[config.mk]
export PLATFORM = sky130hd
export DESIGN_NAME = radar_dot_bullet_plotter
export DESIGN_NICKNAME = d
export VERILOG_FILES = /design/src/rtl/core/rdbp_pkg.sv /design/src/rtl/core/radar_dot_bullet_plotter.sv /design/src/rtl/core/rdbp_front.sv /design/src/rtl/core/rdbp_queue.sv /design/src/rtl/core/rdbp_back.sv
export SDC_FILE = /design/constraint.sdc
export NUM_CORES = 1
export LEC_CHECK = 0
export BUFFER_PORTS_ARGS = -buffer_cell sky130_fd_sc_hd__buf_2
export CORE_UTILIZATION = 45
export CTS_CLUSTER_SIZE = 14
export DETAILED_ROUTE_END_ITERATION = 10
export PLACE_DENSITY_LB_ADDON = 0.3
export SETUP_SLACK_MARGIN = 0.15
export SLEW_MARGIN = 25
export SYNTH_ARGS = -nofsm -noshare
export SYNTH_HDL_FRONTEND = slang
export SYNTH_SLANG_ARGS = --single-unit
[constraint.sdc]
create_clock -name clk -period 5.25 [get_ports clk]
set_clock_uncertainty 0.1 [all_clocks]
set_input_delay 1.05 -clock clk [delete_from_list [all_inputs] [get_ports clk]]
set_output_delay 1.05 -clock clk [all_outputs]
set_load 0.1 [all_outputs]
[src/rtl/core/rdbp_pkg.sv]
// Shared types, constants and shape tables of the radar dot and bullet plotter.
package rdbp_pkg;

    localparam int CFG_W           = 9;
    localparam int CFG_IDX_W       = 2;
    localparam int QUEUE_DEPTH_DEF = 2;

    localparam logic [CFG_IDX_W-1:0] REG_CLIP_MIN_X = 2'd0;
    localparam logic [CFG_IDX_W-1:0] REG_CLIP_MAX_X = 2'd1;
    localparam logic [CFG_IDX_W-1:0] REG_CLIP_MIN_Y = 2'd2;
    localparam logic [CFG_IDX_W-1:0] REG_CLIP_MAX_Y = 2'd3;

    localparam logic [8:0] CLIP_MIN_X_RST = 9'd0;
    localparam logic [8:0] CLIP_MAX_X_RST = 9'd287;
    localparam logic [7:0] CLIP_MIN_Y_RST = 8'd16;
    localparam logic [7:0] CLIP_MAX_Y_RST = 8'd239;

    localparam logic signed [9:0] ROW_BASE = 10'sd238;

    typedef enum logic [2:0] {
        SHP_DIAG_LR,
        SHP_DIAG_RL,
        SHP_VERT,
        SHP_HORIZ,
        SHP_DOT
    } shape_t;

    typedef enum logic {
        BK_IDLE,
        BK_EMIT
    } bk_state_t;

    typedef struct packed {
        logic [8:0] sx;
        logic [7:0] sy;
        logic [1:0] pen;
        shape_t     shape;
    } entry_t;

    typedef struct packed {
        logic   valid;
        entry_t data;
    } push_t;

    // Offsets per pixel in write order: {dx[1:0], dy[1:0]}, dy counts upward.
    localparam logic [3:0] DIAG_LR_OFS [0:7] = '{4'hC, 4'hD, 4'h9, 4'hA,
                                                 4'h6, 4'h7, 4'h0, 4'h0};
    localparam logic [3:0] DIAG_RL_OFS [0:7] = '{4'h4, 4'h5, 4'h9, 4'hA,
                                                 4'hE, 4'hF, 4'h0, 4'h0};
    localparam logic [3:0] VERT_OFS    [0:7] = '{4'h0, 4'h4, 4'h1, 4'h5,
                                                 4'h2, 4'h6, 4'h3, 4'h7};
    localparam logic [3:0] HORIZ_OFS   [0:7] = '{4'h1, 4'h5, 4'h0, 4'h4,
                                                 4'h9, 4'hD, 4'h8, 4'hC};
    localparam logic [3:0] DOT_OFS     [0:7] = '{4'h1, 4'h5, 4'h0, 4'h4,
                                                 4'h0, 4'h0, 4'h0, 4'h0};

    function automatic logic [2:0] shape_last_idx(input shape_t shape);
        logic [2:0] res;
        unique case (shape)
            SHP_DIAG_LR: res = 3'd5;
            SHP_DIAG_RL: res = 3'd5;
            SHP_VERT:    res = 3'd7;
            SHP_HORIZ:   res = 3'd7;
            SHP_DOT:     res = 3'd3;
            default:     res = 3'd3;
        endcase
        return res;
    endfunction

    function automatic logic [3:0] pix_offset(input shape_t shape, input logic [2:0] k);
        logic [3:0] res;
        unique case (shape)
            SHP_DIAG_LR: res = DIAG_LR_OFS[k];
            SHP_DIAG_RL: res = DIAG_RL_OFS[k];
            SHP_VERT:    res = VERT_OFS[k];
            SHP_HORIZ:   res = HORIZ_OFS[k];
            SHP_DOT:     res = DOT_OFS[k];
            default:     res = DOT_OFS[k];
        endcase
        return res;
    endfunction

endpackage

[src/rtl/core/radar_dot_bullet_plotter.sv]
// Top level of the radar dot and bullet plotter.
//
// Input: an item (pos_x, pos_y, attr) is taken at a clock edge with start high
// and busy low. busy rises only while the item queue is full.
// Output: each pixel write shows on pixel_x, pixel_y, pen, last for one cycle
// with pixel_valid high; last marks the final write of an item. The receiver
// has no stall; every write is taken in the cycle it appears.
// Configuration: cfg_we, cfg_index, cfg_data write the clip window registers
// (min x, max x, min y, max y); change them only while idle.
// An accepted item passes a queue slot, the current-item register and the
// output registers before its first pixel appears. An item that fails its
// clip test writes nothing. Throughput: the emitter produces one pixel per
// cycle; a dot has four pixels, a diagonal bullet six and a straight bullet
// eight. Items of one burst follow each other with no gap; the queue lets the
// next item be taken while the current one is still drawn.
// Reset: the queue empties, no write is pending, and the clip window registers
// return to min x 0, max x 287, min y 16 and max y 239.
module radar_dot_bullet_plotter
    import rdbp_pkg::*;
#(
    parameter int QUEUE_DEPTH = QUEUE_DEPTH_DEF
)
(
    input  logic                 clk,
    input  logic                 rst_n,
    input  logic                 cfg_we,
    input  logic [CFG_IDX_W-1:0] cfg_index,
    input  logic [CFG_W-1:0]     cfg_data,
    input  logic                 start,
    output logic                 busy,
    input  logic [7:0]           pos_x,
    input  logic [7:0]           pos_y,
    input  logic [3:0]           attr,
    output logic                 pixel_valid,
    output logic [8:0]           pixel_x,
    output logic [7:0]           pixel_y,
    output logic [1:0]           pen,
    output logic                 last
);

    push_t  push;
    logic   q_full;
    logic   q_nonempty;
    logic   q_pop;
    entry_t q_head;

    assign busy = q_full;

    rdbp_front u_front (
        .clk       (clk),
        .rst_n     (rst_n),
        .cfg_we    (cfg_we),
        .cfg_index (cfg_index),
        .cfg_data  (cfg_data),
        .accept    (start && !q_full),
        .pos_x     (pos_x),
        .pos_y     (pos_y),
        .attr      (attr),
        .push      (push)
    );

    rdbp_queue #(
        .DEPTH (QUEUE_DEPTH)
    ) u_queue (
        .clk      (clk),
        .rst_n    (rst_n),
        .push     (push),
        .pop      (q_pop),
        .full     (q_full),
        .nonempty (q_nonempty),
        .head     (q_head)
    );

    rdbp_back u_back (
        .clk         (clk),
        .rst_n       (rst_n),
        .nonempty    (q_nonempty),
        .head        (q_head),
        .pop         (q_pop),
        .pixel_valid (pixel_valid),
        .pixel_x     (pixel_x),
        .pixel_y     (pixel_y),
        .pen         (pen),
        .last        (last)
    );

endmodule

[src/rtl/core/rdbp_front.sv]
// Front end: clip registers, screen position, shape classification and clip test.
module rdbp_front
    import rdbp_pkg::*;
(
    input  logic                 clk,
    input  logic                 rst_n,
    input  logic                 cfg_we,
    input  logic [CFG_IDX_W-1:0] cfg_index,
    input  logic [CFG_W-1:0]     cfg_data,
    input  logic                 accept,
    input  logic [7:0]           pos_x,
    input  logic [7:0]           pos_y,
    input  logic [3:0]           attr,
    output push_t                push
);

    logic [8:0] clip_min_x_reg;
    logic [8:0] clip_max_x_reg;
    logic [7:0] clip_min_y_reg;
    logic [7:0] clip_max_y_reg;

    logic [8:0]        sx;
    logic [9:0]        sx_w;
    logic [9:0]        max_x_w;
    logic signed [9:0] sy;
    logic signed [9:0] min_y_s;
    logic signed [9:0] min_y3_s;
    logic signed [9:0] max_y_s;
    logic              x_ok;
    logic              x_lt_max;
    logic              x_lt_max2;
    logic              x_lt_max3;
    logic              pass;
    shape_t            shape;
    logic [1:0]        sel;

    always_ff @(posedge clk or negedge rst_n)
    begin
        if (!rst_n)
        begin
            clip_min_x_reg <= CLIP_MIN_X_RST;
            clip_max_x_reg <= CLIP_MAX_X_RST;
            clip_min_y_reg <= CLIP_MIN_Y_RST;
            clip_max_y_reg <= CLIP_MAX_Y_RST;
        end
        else if (cfg_we)
        begin
            unique case (cfg_index)
                REG_CLIP_MIN_X: clip_min_x_reg <= cfg_data[8:0];
                REG_CLIP_MAX_X: clip_max_x_reg <= cfg_data[8:0];
                REG_CLIP_MIN_Y: clip_min_y_reg <= cfg_data[7:0];
                REG_CLIP_MAX_Y: clip_max_y_reg <= cfg_data[7:0];
                default: ;
            endcase
        end
    end

    always_comb
    begin
        sel      = attr[2:1];
        // add 256 unless attr bit 0 is set
        sx       = {~attr[0], pos_x};
        sx_w     = {1'b0, sx};
        max_x_w  = {1'b0, clip_max_x_reg};
        sy       = ROW_BASE - $signed({2'b00, pos_y});
        min_y_s  = $signed({2'b00, clip_min_y_reg});
        min_y3_s = min_y_s + 10'sd3;
        max_y_s  = $signed({2'b00, clip_max_y_reg});

        x_ok      = sx >= clip_min_x_reg;
        x_lt_max  = sx_w < max_x_w;
        x_lt_max2 = (sx_w + 10'd2) < max_x_w;
        x_lt_max3 = (sx_w + 10'd3) < max_x_w;

        if (attr[3])
        begin
            unique case (sel)
                2'd0: shape = SHP_DIAG_LR;
                2'd1: shape = SHP_DIAG_RL;
                2'd2: shape = SHP_VERT;
                default: shape = SHP_HORIZ;
            endcase
        end
        else
        begin
            shape = SHP_DOT;
        end

        unique case (shape)
            SHP_DIAG_LR,
            SHP_DIAG_RL: pass = x_ok && x_lt_max3 && (sy > min_y3_s) && (sy < max_y_s);
            SHP_VERT:    pass = x_ok && x_lt_max && (sy > min_y3_s) && (sy < max_y_s);
            SHP_HORIZ:   pass = x_ok && x_lt_max2 && (sy > min_y_s) && (sy < max_y_s);
            default:     pass = x_ok && x_lt_max && (sy > min_y_s) && (sy <= max_y_s);
        endcase

        // drop clipped items here; only drawable items reach the queue
        push.valid      = accept && pass;
        push.data.sx    = sx;
        push.data.sy    = sy[7:0];
        push.data.pen   = attr[3] ? 2'd1 : sel;
        push.data.shape = shape;
    end

endmodule

[src/rtl/core/rdbp_queue.sv]
// Short item queue between the front end and the pixel emitter.
module rdbp_queue
    import rdbp_pkg::*;
#(
    parameter int DEPTH = QUEUE_DEPTH_DEF
)
(
    input  logic   clk,
    input  logic   rst_n,
    input  push_t  push,
    input  logic   pop,
    output logic   full,
    output logic   nonempty,
    output entry_t head
);

    localparam int PTR_W = $clog2(DEPTH);
    localparam int CNT_W = $clog2(DEPTH + 1);
    localparam logic [PTR_W-1:0] PTR_LAST = PTR_W'(DEPTH - 1);
    localparam logic [CNT_W-1:0] CNT_FULL = CNT_W'(DEPTH);

    entry_t           slot_reg [DEPTH];
    logic [PTR_W-1:0] wr_ptr_reg;
    logic [PTR_W-1:0] wr_ptr_next;
    logic [PTR_W-1:0] rd_ptr_reg;
    logic [PTR_W-1:0] rd_ptr_next;
    logic [CNT_W-1:0] count_reg;
    logic [CNT_W-1:0] count_next;
    logic             do_push;
    logic             do_pop;

    always_comb
    begin
        full     = count_reg == CNT_FULL;
        nonempty = count_reg != '0;
        head     = slot_reg[rd_ptr_reg];
        do_push  = push.valid && !full;
        do_pop   = pop && nonempty;

        wr_ptr_next = wr_ptr_reg;
        if (do_push)
        begin
            wr_ptr_next = (wr_ptr_reg == PTR_LAST) ? '0 : wr_ptr_reg + 1'b1;
        end
        rd_ptr_next = rd_ptr_reg;
        if (do_pop)
        begin
            rd_ptr_next = (rd_ptr_reg == PTR_LAST) ? '0 : rd_ptr_reg + 1'b1;
        end
        count_next = count_reg;
        if (do_push && !do_pop)
        begin
            count_next = count_reg + 1'b1;
        end
        else if (do_pop && !do_push)
        begin
            count_next = count_reg - 1'b1;
        end
    end

    always_ff @(posedge clk or negedge rst_n)
    begin
        if (!rst_n)
        begin
            wr_ptr_reg <= '0;
            rd_ptr_reg <= '0;
            count_reg  <= '0;
        end
        else
        begin
            wr_ptr_reg <= wr_ptr_next;
            rd_ptr_reg <= rd_ptr_next;
            count_reg  <= count_next;
        end
    end

    always_ff @(posedge clk)
    begin
        if (do_push)
        begin
            slot_reg[wr_ptr_reg] <= push.data;
        end
    end

endmodule

[src/rtl/core/rdbp_back.sv]
// Back end: walks the shape table of one item and emits one pixel write per cycle.
module rdbp_back
    import rdbp_pkg::*;
(
    input  logic       clk,
    input  logic       rst_n,
    input  logic       nonempty,
    input  entry_t     head,
    output logic       pop,
    output logic       pixel_valid,
    output logic [8:0] pixel_x,
    output logic [7:0] pixel_y,
    output logic [1:0] pen,
    output logic       last
);

    bk_state_t  state_reg;
    bk_state_t  state_next;
    entry_t     cur_reg;
    logic [2:0] idx_reg;
    logic [2:0] idx_next;
    logic       at_last;
    logic       emit;
    logic [3:0] ofs;

    logic       pixel_valid_reg;
    logic [8:0] pixel_x_reg;
    logic [7:0] pixel_y_reg;
    logic [1:0] pen_reg;
    logic       last_reg;

    assign at_last = idx_reg == shape_last_idx(cur_reg.shape);
    assign ofs     = pix_offset(cur_reg.shape, idx_reg);

    always_comb
    begin
        state_next = state_reg;
        unique case (state_reg)
            BK_IDLE:
            begin
                if (nonempty)
                begin
                    state_next = BK_EMIT;
                end
            end
            BK_EMIT:
            begin
                if (at_last && !nonempty)
                begin
                    state_next = BK_IDLE;
                end
            end
            default: state_next = BK_IDLE;
        endcase
    end

    always_comb
    begin
        emit     = 1'b0;
        pop      = 1'b0;
        idx_next = idx_reg;
        unique case (state_reg)
            BK_IDLE:
            begin
                pop = nonempty;
            end
            BK_EMIT:
            begin
                emit = 1'b1;
                // chain straight into the next item on the final pixel
                pop  = at_last && nonempty;
            end
            default: ;
        endcase
        if (pop)
        begin
            idx_next = '0;
        end
        else if (emit)
        begin
            idx_next = idx_reg + 3'd1;
        end
    end

    always_ff @(posedge clk or negedge rst_n)
    begin
        if (!rst_n)
        begin
            state_reg       <= BK_IDLE;
            pixel_valid_reg <= 1'b0;
        end
        else
        begin
            state_reg       <= state_next;
            pixel_valid_reg <= emit;
        end
    end

    always_ff @(posedge clk)
    begin
        idx_reg <= idx_next;
        if (pop)
        begin
            cur_reg <= head;
        end
        pixel_x_reg <= cur_reg.sx + {7'd0, ofs[3:2]};
        pixel_y_reg <= cur_reg.sy - {6'd0, ofs[1:0]};
        pen_reg     <= cur_reg.pen;
        last_reg    <= at_last;
    end

    assign pixel_valid = pixel_valid_reg;
    assign pixel_x     = pixel_x_reg;
    assign pixel_y     = pixel_y_reg;
    assign pen         = pen_reg;
    assign last        = last_reg;

endmodule

==> results by group, run 1 <==
Drt
  – TritonRoute pass-1 iters: 5
  – Routed wire length: 12800 µm
  – Vias per cell: 5.21
  – Residual DRC count: 0
  – Initial DRC count: 178
  – Met3 wire length: 457 µm
  – Vias: 4327
  – Max layer used: met4
  – Post-Route M1 WL: 5910 µm
  – Average wire per standard cell: 15.5 µm
  – Routed wl met2: 6300 µm
  – Antenna-violating nets left: 0

Pwr
  – Max IR drop VDD: 0.263 mV
  – Lkg Pwr: 3.30 nW
  – Power Dens Cells: 526 nW/µm²

Hold path
  – Worst hold start: u_back.cur_reg[3]$_DFFE_PP_
  – Hold Path End: u_back.pen[0]$_DFF_P_
  – Worst hold path depth: 0
  – Hold crit path type: reg -> reg

Global route
  – Number of global-route vias before repair: 4379
  – Initial antenna violation count: 0
  – Largest net degree at the start of global routing: 41
  – First-pass GRT wire length: 21400 µm
  – Total GRT Usage: 0.177
  – GRT overflow: 0

CTS
  – Post-CTS Resized: 0
  – Clock transition at path regs: 0.05 ns
  – Worst skew pair latency: 0.41 ns
  – CTS tree: built
  – # hold bufs at CTS: 0
  – Root Buffer: clkbuf_16
  – Clock buffer depth: 2
  – CTS Buf Count: 17
  – Setup Fix Bufs, Post-CTS: 0
  – Clock Sink Count: 129
  – H-tree levels: 4

STA
  – Final setup violation count: 0
  – Final hold violations: 0
  – Final min period: 4.22 ns
  – RSZ-0062 raised after global routing: no
  – Final Cycle Share: 0.804
  – Fmax: 237 MHz
  – Final TNS setup: 0 ns
  – Max-slew headroom: 0.372
  – Worst hold slack: 0.259 ns
  – Max-slew violations: 0
  – Least-Margin Pin Slew: 0.942 ns

Placed design
  – Port Buffers: 56
  – Total placed cells including tap cells: 798
  – RD Place Congestion: 0.848
  – HPWL reported at the end of detailed placement: 9820 µm

Logic synthesis
  – Syn_area_per_cell: 12.1 µm²
  – Xor and xnor area share after synthesis: 0.0665
  – Synth Register Bits: 129
  – Unique masters post-synth: 55
  – Multiplexer area fraction after synthesis: 0.0834
  – Yosys warnings: 0
  – FFs w/ async S/R, synth: 0.310
  – Synth Instances: 558
  – Post-synthesis compound-gate area fraction: 0.0777
  – Register area share after synthesis: 0.514
  – Synthesized Nets: 662
  – Simple-gate share of the synthesized area: 0.0888
  – Main flop type after synthesis: edfxtp_1
  – Post-Syn Area: 6730 µm²
  – EDFF count, synth: 66
  – Area share of fa/ha/maj cells after synthesis: 0.134
  – Largest family of logic cells by synthesized area: adder cells

Floorplanning
  – Die Ht: 124 µm
  – Top Ports: 57
  – Die area: 15500 µm²
  – CORE AREA: 14600 µm²
  – Row count: 44
  – Initial Utilization: 0.462
  – Die W: 124 µm

Layout
  – # fillers: 1228
  – Synth-to-layout area growth: 16.9%
  – Fin cells: 830
  – Max FFs per register: 44
  – Number of antenna diodes: 0
  – Final #Nets: 737
  – Share of post-route cells with drive strength above 1: 0.257

Worst setup path
  – Crit path launch: pos_y[0]
  – Required time at the worst-slack endpoint: 5.25 ns
  – FF-to-FF Start: u_front.clip_min_y_reg[0]$_DFFE_PN0P_
  – Worst r2r path cells: 12
  – CP Max Fanout: 14
  – Crit start category: input pin
  – R2R Setup Slk: 1.71 ns
  – CP Capture Type: flip-flop
  – Setup CP Type: in -> reg
  – RR Endpoint: u_queue.slot_reg[0][21]$_DFFE_PP_
  – Worst Path Arrival: 4.22 ns

Flow run
  – Max-cap violations: 0

Outcome
  – Status: finished, final reports clean
==> worst max-delay path by stage <==
stage	endpoint	slack (ns)	cells past startpoint
6_report	u_queue.slot_reg[0][21]$_DFFE_PP_	1.03	14
5_1_grt	u_queue.slot_reg[0][21]$_DFFE_PP_	0.77	14
4_1_cts	u_queue.slot_reg[0][21]$_DFFE_PP_	1.03	14
3_5_place_dp	u_queue.slot_reg[0][16]$_DFFE_PP_	0.60	14
3_3_place_gp	u_queue.slot_reg[0][14]$_DFFE_PP_	0.65	14
2_1_floorplan	u_queue.slot_reg[0][0]$_DFFE_PP_	0.64	12
==> cell families (layout without fill, tap and decap cells) <==
logic type	after synthesis	after routing
flops	129	129
simple gates	117	117
mux	50	50
fa+ha+maj	71	71
xor+xnor	49	49
compound gates	78	78
buf+inv	64	152
==> layer usage <==
layer  GRT usage  vias up
met5           0        -
li1            -     2170
met3      0.0408       20
met2       0.296       91
met4      0.0652        0
met1       0.222     2046
==> through the flow <==
| step | util | total power, mW | area, µm² | setup slack (ns) |
|---|---|---|---|---|
| 2_1_floorplan | - | 2.69 | 6730 | 0.639 |
| 3_3_place_gp | 0.499 | 2.96 | 7270 | 0.653 |
| 3_5_place_dp | 0.499 | 3.01 | 7270 | 0.604 |
| 4_1_cts | 0.539 | 4.18 | 7870 | 1.03 |
| 5_1_grt | 0.539 | 4.37 | 7870 | 0.771 |
| 6_report | 0.539 | 4.14 | 7870 | 1.03 |
==> layout make-up <==
class                      instances  area, µm²  area share
tap                              184        230      0.0293
clock buffer                      18        450      0.0572
clock inverter                    14        145      0.0184
inverter                          58        220      0.0280
multi-input combinational        365       3040       0.386
timing repair buffer              62        325      0.0413
sequential                       129       3460       0.440
==> Yosys cell counts, types with 2 or more instances <==
cell type | n | area (µm²)
o21a_1 | 4 | 30.0
nand2_1 | 28 | 105
nor2b_1 | 11 | 68.8
nand4_1 | 7 | 43.8
nor3_1 | 11 | 55.1
nor2_1 | 19 | 71.3
and2_1 | 2 | 12.5
dfxtp_1 | 23 | 460
nor4_1 | 5 | 31.3
o21ai_0 | 19 | 95.1
a21o_1 | 5 | 37.5
a2111oi_0 | 2 | 17.5
clkbuf_1 | 4 | 15.0
inv_1 | 57 | 214
o2111ai_1 | 4 | 35.0
nand3b_1 | 4 | 30.0
fa_1 | 2 | 40.0
buf_1 | 2 | 7.51
edfxtp_1 | 66 | 1980
dfstp_2 | 14 | 368
or2_2 | 2 | 12.5
a21oi_1 | 19 | 95.1
a31oi_1 | 2 | 12.5
xnor2_1 | 30 | 263
o31ai_1 | 2 | 15.0
a211oi_1 | 7 | 52.6
nand3_1 | 16 | 80.1
or3_1 | 3 | 18.8
o211ai_1 | 3 | 22.5
xor2_1 | 18 | 158
mux2_2 | 49 | 552
nor3b_1 | 2 | 15.0
ha_1 | 67 | 838
nand2b_1 | 3 | 18.8
dfrtp_1 | 26 | 651
==> critical path: stages <==
cell	delay (ns)
buf_2	0.14
ha_1	0.24
and3_1	0.17
o21ai_0	0.19
xor2_1	0.38
ha_1	0.32
nand2_1	0.09
a31oi_1	0.05
a221o_1	0.36
a21oi_1	0.16
o221ai_1	0.16
o21ai_2	0.13
nor2b_2	0.46
buf_4	0.32
==> power breakdown <==
group	total, mW	switching, mW	internal [mW]
Clock	1.15	0.456	0.695
Sequential	1.50	0.165	1.33
Combinational	1.49	1.02	0.469
Total	4.14	1.64	2.49
==> placed cells by master (no fill, tap or decap), types with 7 or more instances in the layout <==
master      n
nand4_1     7
ha_1       67
nand3_1    16
dfrtp_1    26
xor2_1     18
edfxtp_1   66
nor2b_1    10
nor3_1     11
mux2_2     49
inv_1      57
a21oi_1    18
o21ai_0    19
nor2_1     19
xnor2_1    30
buf_2      56
dfxtp_1    23
nand2_1    28
clkbuf_16  18
dfstp_2    14
a211oi_1    7
No activity file was read; power rests on OpenSTA's default activity.
==> run 2: changes to the inputs <==
ABC_AREA = 1   (was default)
clock period = 3.5 ns   (was 5.25 ns; I/O delays follow)
==> run 2 against run 1 <==
The run now ends with design-rule violations left. Global-route usage is 1.3 points higher. Final cell count is 28% higher. Core utilization is 2.5 points higher. Sequential cell count stayed put. Die area is 3.2% higher. Clock power is 46% higher. Synthesized area is 3.3% higher. Via count is 20% higher. Sequential share of layout area is 3.5 points lower. Critical path depth is 8 higher.
==> results by group, run 2 <==
CTS
  – Clock Sink Count: 129
  – CTS tree: built
  – Clock transition at path regs: 0.06 ns
  – Worst skew pair latency: 0.42 ns
  – H-tree levels: 4
  – CTS Buf Count: 17
  – Root Buffer: clkbuf_16
  – Clock buffer depth: 2

Global route
  – Met2 usage: 0.306
  – Gr busiest metal: met2
  – Number of global-route vias before repair: 4935
  – Total GRT Usage: 0.189
  – Largest net degree at the start of global routing: 41
  – Routing usage on met1: 0.256
  – Initial antenna violation count: 0
  – First-pass GRT wire length: 23600 µm
  – GRT overflow: 0
  – Met3 GRT Util: 0.0405

Logic synthesis
  – Post-Syn Area: 6950 µm²
  – Synth Instances: 747
  – List of most frequent post-synthesis cells: 185 x nand2_1, 107 x inv_1, 67 x ha_1
  – Unique masters post-synth: 41
  – Count leader, synth: nand2_1
  – Synth Register Bits: 129
  – Syn_area_per_cell: 9.31 µm²
  – Synth top area share: 0.285
  – Synthesized Nets: 851
  – Yosys warnings: 0
  – Main flop type after synthesis: edfxtp_1
  – FFs w/ async S/R, synth: 0.310
  – Cell type with the largest total area after synthesis: edfxtp_1
  – Register area share after synthesis: 0.498
  – Synth area leaders: edfxtp_1 29%, ha_1 12%, nand2_1 10%
  – EDFF count, synth: 66

Layout
  – Most common cell after layout, fill and taps aside: nand2_1
  – Max FFs per register: 44
  – Number of antenna diodes: 0
  – Fin cells: 1060
  – Final #Nets: 963
  – Commonest cells after routing, fill and taps aside: 181 x nand2_1, 103 x inv_1, 66 x edfxtp_1
  – # fillers: 1342
  – Area of the multi-input gates: 3160 µm²
  – Share of post-route cells with drive strength above 1: 0.219
  – Reg area: 3460 µm²
  – Core Util, Final: 0.564
  – Synth-to-layout area growth: 22.9%

Floorplanning
  – Initial Utilization: 0.459
  – Row count: 45
  – Die Ht: 126 µm
  – Die area: 16000 µm²
  – CORE AREA: 15100 µm²
  – Die W: 126 µm
  – Top Ports: 57

Worst setup path
  – Worst Path Arrival: 3.31 ns
  – CP Capture Type: flip-flop
  – CP Max Fanout: 8
  – Setup CP Type: in -> reg
  – Crit path largest cell delay: 0.28 ns
  – Critical path's slowest cell: ha_1
  – Required time at the worst-slack endpoint: 3.53 ns
  – Crit start category: input pin
  – Crit path cell chain: buf_2 > buf_4 > nand4_2 > nand2_2 > nand3_2 > xor2_2 > buf_4 > ha_1 > nand2_1 > inv_1 > nand2_1 > inv_1 > nand4_1 > nand3_1 > nand4_1 > nor2_1 > nor2_1 > nor2_2 > nand2_2 > buf_6 > nor2_4 > clkbuf_16

Pwr
  – Switch share: 0.417
  – Clock group share of total power: 0.259
  – Reg power frac: 0.352
  – Combinational fraction of design power: 0.389
  – Total power: 6.48 mW
  – Pint: 3.77 mW
  – Switching power: 2.70 mW
  – Max IR drop VDD: 0.533 mV
  – Power Dens Cells: 758 nW/µm²
  – Lkg Pwr: 4.01 nW

STA
  – Fmax: 304 MHz
  – Least-Margin Pin Slew: 0.905 ns
  – Worst hold slack: 0.242 ns
  – Final setup violation count: 0
  – Worst Slack Setup Final: 0.214 ns
  – RSZ-0062 raised after global routing: yes
  – Final Cycle Share: 0.939
  – Max-slew violations: 0
  – Final min period: 3.29 ns
  – Max-slew headroom: 0.397
  – Final hold violations: 0

Outcome
  – Status: finished, violations left
  – Failing checks: design-rule violations

Placed design
  – Port Buffers: 56
  – Post-place setup slack: -0.239 ns
  – Total placed cells including tap cells: 1023
  – RD Place Congestion: 0.863
  – HPWL reported at the end of detailed placement: 10700 µm

Drt
  – Routed wire length: 14500 µm
  – Vias: 5207
  – Average wire per standard cell: 13.7 µm
  – Vias per cell: 4.91
  – Antenna-violating nets left: 0
  – Initial DRC count: 266
  – TritonRoute pass-1 iters: 8
  – Residual DRC count: 2

Flow run
  – Max-cap violations: 0

Hold path
  – Hold crit path type: reg -> reg
## run 2: cell count changes after synthesis, sizes merged, moves of 11 or more
cell	delta
mux2	-49
inv	+50
nor2b	-11
nand2	+163
o21ai	+35
xnor2	-17
nand3	+13
nor2	+23
## run 2: layout make-up
class,count,area share
Clock inverter,12,0.0126
Inverter,108,0.0493
Sequential cell,129,0.405
Timing Repair Buffer,102,0.0821
Multi-Input combinational cell,501,0.370
Clock buffer,20,0.0534
Tap cell,188,0.0275
## run 2: metal layers
metal / vias up / part of all wire
met5: - / 0
met4: 0 / 0.0096
met3: 17 / 0.038
met2: 122 / 0.47
met1: 2377 / 0.49
li1: 2691 / -
## run 2: final timing paths
path | cells past startpoint | to | slack, ns | from
max in group asynchronous | 1 | u_back.pixel_valid$_DFF_PN0_ | 2.42 | rst_n
hold reg to reg | 0 | u_back.pen[0]$_DFF_P_ | 0.24 | u_back.cur_reg[3]$_DFFE_PP_
hold / removal | 0 | u_back.pen[0]$_DFF_P_ | 0.24 | u_back.cur_reg[3]$_DFFE_PP_
setup / recovery | 22 | u_queue.slot_reg[1][7]$_DFFE_PP_ | 0.21 | pos_y[0]
min in group asynchronous | 1 | u_front.clip_min_y_reg[3]$_DFFE_PN0P_ | 0.32 | rst_n
setup reg to reg | 20 | u_queue.slot_reg[1][7]$_DFFE_PP_ | 0.34 | u_front.clip_min_y_reg[0]$_DFFE_PN0P_
## run 2: stage by stage
step / area [µm²] / TNS, ns
final: 8550 / 0
after global routing: 8550 / 0
after CTS: 8390 / 0
after detailed placement: 7830 / -7.64
after global placement: 7830 / -4.87
after floorplan: 7000 / 0
## run 2: critical path: cells and delay by family
kind	cells	cell delay, ns
xor+xnor	1	0.19
fa+ha+maj	1	0.28
buf+inv	7	0.81
simple gates	13	1.30
## run 2: logic make-up after synthesis
kind of cell | after synthesis | share of synthesized area
AND/OR/NAND/NOR | 297 | 0.188
flip-flops | 129 | 0.498
buffers and inverters | 117 | 0.0633
AO/OA/AOI/OAI | 98 | 0.0777
adder cells (fa/ha/maj) | 69 | 0.126
XOR/XNOR | 37 | 0.0466
## run 2: power by group through the flow
stage | Clock (mW) | Combinational [mW] | Sequential, mW
floorplan | 0 | 1.14 | 3.07
CTS | 1.70 | 2.48 | 2.28
global route | 1.76 | 2.77 | 2.32
detailed placement | 0 | 2.46 | 2.31
finish | 1.68 | 2.52 | 2.28
global placement | 0 | 2.42 | 2.30
## run 2: timing repair
action,4_1_cts,5_1_grt
gates resized for setup,0,29
setup buffers,0,4
hold buffers,0,0
endpoints found under the setup margin,0,46
==> run 3: changes to the inputs <==
CELL_PAD_IN_SITES_DETAIL_PLACEMENT = 1   (was default)
CELL_PAD_IN_SITES_GLOBAL_PLACEMENT = 1   (was default)
CORE_MARGIN = 4   (was default)
CORE_UTILIZATION = 42   (was 45)
==> run 3 against run 2 <==
The run now ends clean. Sequential share of layout area decreased by 1.2 points. Via count increased by 8.4%. Register-to-register slack got worse by 0.11 ns. Routed wire length rose by 32%. Final cell count is 3.7% higher. Sequential power hardly changed. Largest cell class unchanged.
==> results by group, run 3 (synthesis gave the netlist of run 2 again) <==
Outcome
  – Status: finished, final reports clean

CTS
  – H-tree levels: 4
  – Clock buffer depth: 2
  – Worst skew pair latency: 0.42 ns
  – Root Buffer: clkbuf_16
  – CTS Buf Count: 17
  – CTS tree: built
  – Clock Sink Count: 129
  – Clock transition at path regs: 0.06 ns

Drt
  – Average wire per standard cell: 17.4 µm
  – Max layer used: met4
  – Routed wl met2: 10300 µm
  – Met3 wire length: 531 µm
  – Routed wire length: 19100 µm
  – Antenna-violating nets left: 0
  – Vias per cell: 5.13
  – TritonRoute pass-1 iters: 4
  – Post-Route M1 WL: 7900 µm
  – Residual DRC count: 0
  – Vias: 5643
  – Initial DRC count: 236

Flow run
  – Max-cap violations: 0

Layout
  – Most common cell after layout, fill and taps aside: nand2_1
  – # fillers: 1847
  – Final #Nets: 974
  – Cell area after layout: 8800 µm²
  – Commonest cells after routing, fill and taps aside: 181 x nand2_1, 104 x inv_1, 66 x edfxtp_1
  – Number of antenna diodes: 0
  – Fin cells: 1099
  – Max FFs per register: 44
  – Core Util, Final: 0.548
  – Share of post-route cells with drive strength above 1: 0.238
  – Synth-to-layout area growth: 26.6%

Floorplanning
  – Top Ports: 57
  – Initial Utilization: 0.433
  – Die W: 137 µm
  – Die Ht: 137 µm
  – Die area: 18700 µm²
  – Row count: 46
  – CORE AREA: 16100 µm²

STA
  – Final setup violation count: 0
  – Worst hold slack: 0.255 ns
  – Final TNS setup: 0 ns
  – Worst Slack Setup Final: 0.123 ns
  – Max-slew headroom: 0.369
  – RSZ-0062 raised after global routing: yes
  – Final hold violations: 0
  – Fmax: 296 MHz
  – Final min period: 3.38 ns
  – Final Cycle Share: 0.965
  – Least-Margin Pin Slew: 0.946 ns
  – Max-slew violations: 0

Worst setup path
  – Crit start category: input pin
  – Setup CP Type: in -> reg
  – Required time at the worst-slack endpoint: 3.54 ns
  – Worst Path Arrival: 3.41 ns
  – CP Max Fanout: 5
  – CP Capture Type: flip-flop

Placed design
  – Port Buffers: 56
  – Total placed cells including tap cells: 1052
  – RD Place Congestion: 0.847
  – Post-place setup slack: -0.394 ns
  – Cell area after placement: 7870 µm²
  – HPWL reported at the end of detailed placement: 13400 µm

Pwr
  – Max IR drop VDD: 0.572 mV
  – Power Dens Cells: 768 nW/µm²
  – Lkg Pwr: 4.08 nW
  – Total power: 6.76 mW

Global route
  – Total GRT Usage: 0.206
  – Number of global-route vias before repair: 6080
  – GRT overflow: 0
  – Initial antenna violation count: 0
  – First-pass GRT wire length: 29800 µm
  – Largest net degree at the start of global routing: 41

Hold path
  – Hold crit path type: reg -> reg
==> run 3: report_power, final <==
part           internal [mW]  total, mW  leakage [nW]  switching [mW]
clock network           1.04       1.72         0.268           0.679
logic                  0.759       2.72          2.56            1.96
registers               2.06       2.31          1.26           0.251
==> run 3: worst paths after layout <==
kind | depth (start not counted) | slack, ns | startpoint | endpoint
worst max-delay path | 23 | 0.12 | pos_x[1] | u_queue.slot_reg[1][11]$_DFFE_PP_
max in group asynchronous | 1 | 2.39 | rst_n | u_queue.wr_ptr_reg$_DFFE_PN0P_
worst min register to register | 0 | 0.26 | u_back.cur_reg[3]$_DFFE_PP_ | u_back.pen[0]$_DFF_P_
worst min-delay path | 0 | 0.26 | u_back.cur_reg[3]$_DFFE_PP_ | u_back.pen[0]$_DFF_P_
min in group asynchronous | 1 | 0.33 | rst_n | u_front.clip_min_y_reg[3]$_DFFE_PN0P_
worst max register to register | 22 | 0.23 | u_front.clip_min_y_reg[1]$_DFFE_PN0P_ | u_queue.slot_reg[1][11]$_DFFE_PP_
==> run 3: layout make-up <==
class / count / area (µm²) / share of cell area
Clock buffer: 18 / 429 / 0.0487
Clock inverter: 14 / 139 / 0.0158
Inverter: 108 / 422 / 0.0479
Multi-Input combinational cell: 501 / 3270 / 0.372
Sequential cell: 129 / 3460 / 0.393
Tap cell: 216 / 270 / 0.0307
Timing Repair Buffer: 113 / 812 / 0.0922
==> run 3: per-layer routing <==
metal,vias up,global-route usage
met4,0,0.0823
met5,-,0
met1,2797,0.242
met3,23,0.0342
li1,2721,-
met2,102,0.375
==> run 3: critical path, cell delays in order <==
cell	delay [ns]
buf_12	0.11
clkinv_8	0.04
ha_4	0.12
nand2_2	0.05
nand2_2	0.06
nand2_2	0.08
nor2_4	0.15
nand3_2	0.08
xor2_1	0.17
ha_1	0.31
a21oi_2	0.15
o211ai_1	0.11
a21oi_1	0.15
nand4_1	0.13
nand2_1	0.08
nand3_1	0.06
nand2_1	0.07
nand3_2	0.06
nand2_2	0.09
nand2_2	0.07
buf_6	0.13
nor2_4	0.21
clkbuf_16	0.20
==> run 3: timing repair <==
| item | 4_1_cts | 5_1_grt |
|---|---|---|
| hold buffers | 0 | 0 |
| endpoints found under the hold margin | 0 | 0 |
| gates cloned | 0 | 3 |
| buffers inserted | 3 | 9 |
| endpoints found under the setup margin | 1 | 46 |
| resized for setup | 4 | 42 |
| pin swaps | 6 | 24 |
